[src/design/sstm_pkg.sv]
`timescale 1ns / 1ps
// Package for the sorted signature table match unit.
// Holds default sizes, request and status codes and the sequencer state type.
// No dependencies.
package sstm_pkg;

  localparam int NUM_ENTRIES_DEF   = 16;
  localparam int MAX_SIG_BYTES_DEF = 16;
  localparam int MAX_SIG_SPAN_DEF  = 256;

  localparam logic [1:0] REQ_CLEAR  = 2'd0;
  localparam logic [1:0] REQ_SIG    = 2'd1;
  localparam logic [1:0] REQ_HEADER = 2'd2;

  localparam logic [1:0] INS_OK      = 2'd0;
  localparam logic [1:0] INS_BAD_LEN = 2'd1;
  localparam logic [1:0] INS_RANGE   = 2'd2;
  localparam logic [1:0] INS_FULL    = 2'd3;

  typedef enum logic [2:0] {
    ST_IDLE,
    ST_CHK,
    ST_ADDR,
    ST_META,
    ST_RD,
    ST_CMP,
    ST_INS,
    ST_OUT
  } state_t;

endpackage

[src/design/sstm_order_list.sv]
`timescale 1ns / 1ps
// Sorted order list: physical slot number for each sorted position.
// Insert shifts the tail up by one. Depends on sstm_pkg.
module sstm_order_list
  import sstm_pkg::*;
#(
  parameter int NUM_ENTRIES = NUM_ENTRIES_DEF,
  parameter int IW          = (NUM_ENTRIES > 1) ? $clog2(NUM_ENTRIES) : 1
) (
  input  logic          clk,
  input  logic          ins_en,
  input  logic [IW-1:0] ins_pos,
  input  logic [IW-1:0] ins_val,
  input  logic [IW-1:0] rd_idx,
  output logic [IW-1:0] rd_val
);

  logic [IW-1:0] order [NUM_ENTRIES];

  always_ff @(posedge clk) begin
    if (ins_en) begin
      for (int k = 0; k < NUM_ENTRIES; k++) begin
        if (IW'(k) == ins_pos) begin
          order[k] <= ins_val;
        end else if (k > 0 && IW'(k) > ins_pos) begin
          order[k] <= order[k-1];
        end
      end
    end
  end

  assign rd_val = order[rd_idx];

endmodule

[config.mk]
export PLATFORM = sky130hd
export DESIGN_NAME = sstm_order_list
export DESIGN_NICKNAME = d
export VERILOG_FILES = /design/src/design/sstm_pkg.sv /design/src/design/sstm_order_list.sv
export SDC_FILE = /design/constraint.sdc
export NUM_CORES = 1
export LEC_CHECK = 0
export ABC_AREA = 1
export BUFFER_PORTS_ARGS = -buffer_cell sky130_fd_sc_hd__buf_2
export CORE_MARGIN = 2
export CORE_UTILIZATION = 55
export CTS_CLUSTER_DIAMETER = 40
export DETAILED_ROUTE_END_ITERATION = 10
export PLACE_DENSITY = 0.73
export SLEW_MARGIN = 15
export SYNTH_ARGS = -nofsm -noshare
export SYNTH_HDL_FRONTEND = slang
export SYNTH_SLANG_ARGS = --single-unit
[constraint.sdc]
create_clock -name clk -period 1.6 [get_ports clk]
set_input_delay 0.32 -clock clk [delete_from_list [all_inputs] [get_ports clk]]
set_output_delay 0.32 -clock clk [all_outputs]
set_load 0.1 [all_outputs]
# Word level (Yosys, flattened, before mapping)
# Memory sizes are Yosys's and may differ from the RTL's.
# Cells that the tools add are included.
# word_totals
register_bits	0
latchBits	0
ramBits	64
mem_bits_ro	0
inputBits	14
out_inout_bits	4
word_cells	170
mem_count	1
# memory_table
name	depth	word_bits	read_ports	rd_clocked_by_memory_dff	write_ports	line	source
order	16	4	16	0	16	sstm_order_list.sv:18	logic [IW-1:0] order [NUM_ENTRIES];
# op_classes
addsub	0
n_mul	0
div	0
magnitude_cmp	15
eq_ne	15
shifts	0
mux	123
bitwise_logic	15
n_reduce_logical	1
# ops
op	n
2-to-1 mux 1 bit	108
2-to-1 mux 4 bit	15
equality test 4 bit, first input constant	8
> comparator 4 bit, first input constant	8
equality test 3 x 4 -> 1 bit, first input constant	4
> comparator 3 x 4 -> 1 bit, first input constant	4
OR 1 bit	15
equality test 2 x 4 -> 1 bit, first input constant	2
> comparator 2 x 4 -> 1 bit, first input constant	2
equality test 1 x 4 -> 1 bit, first input constant	1
> comparator 1 x 4 -> 1 bit, first input constant	1
zero test 4 bit	1

# Longest topological paths before layout
# logic_depth
ltp_word	6
ltp_mapped	7
depth_no_buf	7

# Least setup slack after synthesis
# No wires, ideal clock.
# synth_timing
kind	input to output
start	input rd_idx[0]
end	output rd_val[1]
arrival_ns	1.626
required_time_ns	1.280
slack_ns	-0.346
path_stages	7
path_buffers	1
path_cell_list	clkinv_1 clkbuf_1 nand2_1 nand3_1 nand3_1 nand3_1 nand2_1
# synth_between
elab_chain_cells	1
# synth_rtl
item	line	source
from (decl)	sstm_order_list.sv:14	input logic [IW-1:0] rd_idx,
memory (16 x 4 bit)	n/a	
to (decl)	sstm_order_list.sv:15	output logic [IW-1:0] rd_val
# Every way passes these cells.

==> run metrics <==
status=finished, violations left; failing checks=setup timing; unique cell type count in the Yosys netlist=22; initial core utilization=56.4%; Final Instance Area=0.00417 mm2; reg2reg end=order[4][2]; placed cells=527; Final GP Congestion=0.932; GRT overflow=0; Biggest register=order; Synth Net Count=448; core area=0.00631 mm2; synth-to-layout area growth=17.1%; I/O Pins=18; final non-filler cell total=544; fin worst setup slack=-0.198 ns; most common cell after layout, fill and taps aside=nand2_1; die area=0.00714 mm2; Hold-fix buffers, CTS=0; worst hold slack=0.197 ns; nets@finish=476; global-route wire length before repair=14000 um; DRT antenna net count=0; Routed WL=8840 um; DR iter-0 viols=262; clock-pin slew on the worst setup and hold paths=0.07 ns; critical path required time=1.28 ns; final core utilization=66.1%; Inserted Clock Buffers=9; Rel. slew slack=60.7%; port bufs=17; Synth Area per Inst=8.21 um2; root buf cell=clkbuf_8; Top Family by Delay on Critical Path=simple AND/OR/NAND/NOR gates; Die X=84.5 um; crit path max fanout=2; CTS Sinks=64; leading cell types in the layout, fill and taps excluded=nand2_1, inv_1, edfxtp_1; final setup vio count=4; RSZ-0062 raised after global routing=true; crit path capture=rd_val[1]; Hold WC Path Type=input port to flip-flop; Placed Area=0.00392 mm2; drt wl/cell=16.2 um; H-tree depth reported by CTS=3; DR vias=3033; critical path launch point type=flip-flop; Peak VDD IR=691 uV; Max Root-Sink Buffers=2; Least-Margin Pin Slew=0.586 ns; setup skew after layout=0.00985 ns; Worst setup startpoint=order[10][1]; clock latency at the later pin of the worst-skew pair=0.35 ns; Std-Cell Rows=29; Pins Over Slew Limit=0; max FFs per register=64; min Tclk post-route=1.80 ns; PwrDens=965 mW/mm2; Synth Warn #=0; arrival time worst endpoint=1.48 ns; # diodes=0; Via density=5.58; vias in the first global route=2959; biggest regs=order (64); Seq/Total Area, Yosys=53.9%; max cap viols=0; critical path depth=7; CP Capture Type=output pin; reg2reg setup slack=0.70 ns; Post-Place Setup Slack=-0.0893 ns; slowest stage delay, CP=0.43 ns; Tot GR Track Use=26.2%; crit path max-delay cell type=edfxtp_1; P_leak=1.95 nW; critical path class=flip-flop to output pin; drt first pass iters=5; number of synthesized register bits=64; hpwl dp=6440 um; largest net degree at the start of global routing=38; R2R depth=3; Hold Fails Final Rpt=0; achievable clock frequency=556 MHz; Cell Chain, Critical Path=nor2_1 > nor2_1 > nand2_1 > nand3_2 > nand3_2 > nand2_4 > buf_12; DRC viols=0; initial antenna violation count=0; die height=84.5 um; share of layout cells above drive strength 1=17.6%; final worst path period share=112%; CTS tree=built; Crit path buffers/inverters=1; R2R Path Start=order[3][2]; Post-Syn Instances=434; Mapped Area=0.00356 mm2
-- Yosys cell counts (all sizes together) --
cell    number  share of area, %
a31oi        1              0.35
nand2      141                15
nor2        11               1.9
buf         12               2.0
clkbuf       7              0.74
or2          2              0.35
a21oi        1              0.25
nand3       51               7.2
o21ai       64               9.6
clkinv       1              0.11
edfxtp      64                54
inv         79               8.3
-- worst register-to-register path: stages, from the launching register on --
cell      delay [ns]
edfxtp_1        0.38
buf_4           0.15
nand2_1         0.05
o21ai_0         0.07
-- timing repair --
action                     CTS  global route
setup buffers                0             1
gates resized for setup     10             6
pin swaps                    4             3
setup endpoints to repair    4             4
-- cell type report --
| class | instances | area (um2) |
|---|---|---|
| inverter | 80 | 300 |
| multi-input combinational | 271 | 1340 |
| clock buffer | 10 | 128 |
| clock inverter | 6 | 50.0 |
| tap | 77 | 96.3 |
| fill | 524 | 2140 |
| timing repair buffer | 36 | 338 |
| sequential | 64 | 1920 |
-- stage by stage --
step	power (mW)	TNS, ns
2_1_floorplan	2.49	0
3_3_place_gp	2.72	-0.282
3_5_place_dp	2.74	-0.313
4_1_cts	4.04	-0.490
5_1_grt	4.18	-0.853
6_report	4.03	-0.560
-- power by group --
group	leakage [nW]	switching [mW]	internal, mW
sequential	0.608	0.0414	1.97
clock	0.0902	0.598	0.696
combinational	1.25	0.478	0.238
total	1.95	1.12	2.91
-- kinds of logic after synthesis --
kind of cell,after synthesis,synth area share (%)
buffers and inverters,99,11.2
AOI/OAI and AO/OA,66,10.2
and+or+nand+nor,205,24.7
DFF,64,53.9
-- worst min-delay path by stage --
stage / startpoint / to / slack, ns / cells past startpoint
after floorplan: ins_val[0] / order[0][0] / 0.42 / 0
after global placement: order[8][3] / order[9][3] / 0.53 / 2
after detailed placement: ins_val[0] / order[0][0] / 0.55 / 1
after CTS: ins_val[0] / order[0][0] / 0.19 / 1
after global routing: ins_val[0] / order[0][0] / 0.20 / 1
final: ins_val[0] / order[0][0] / 0.20 / 1
-- metal layers --
layer | routed length (um) | global-route usage (%)
met4 | 342 | 16.3
met3 | 582 | 5.01
met2 | 4310 | 41.9
met1 | 3610 | 32.8
met5 | 0 | 0
Note: power is estimated with default switching activity, not from simulation.
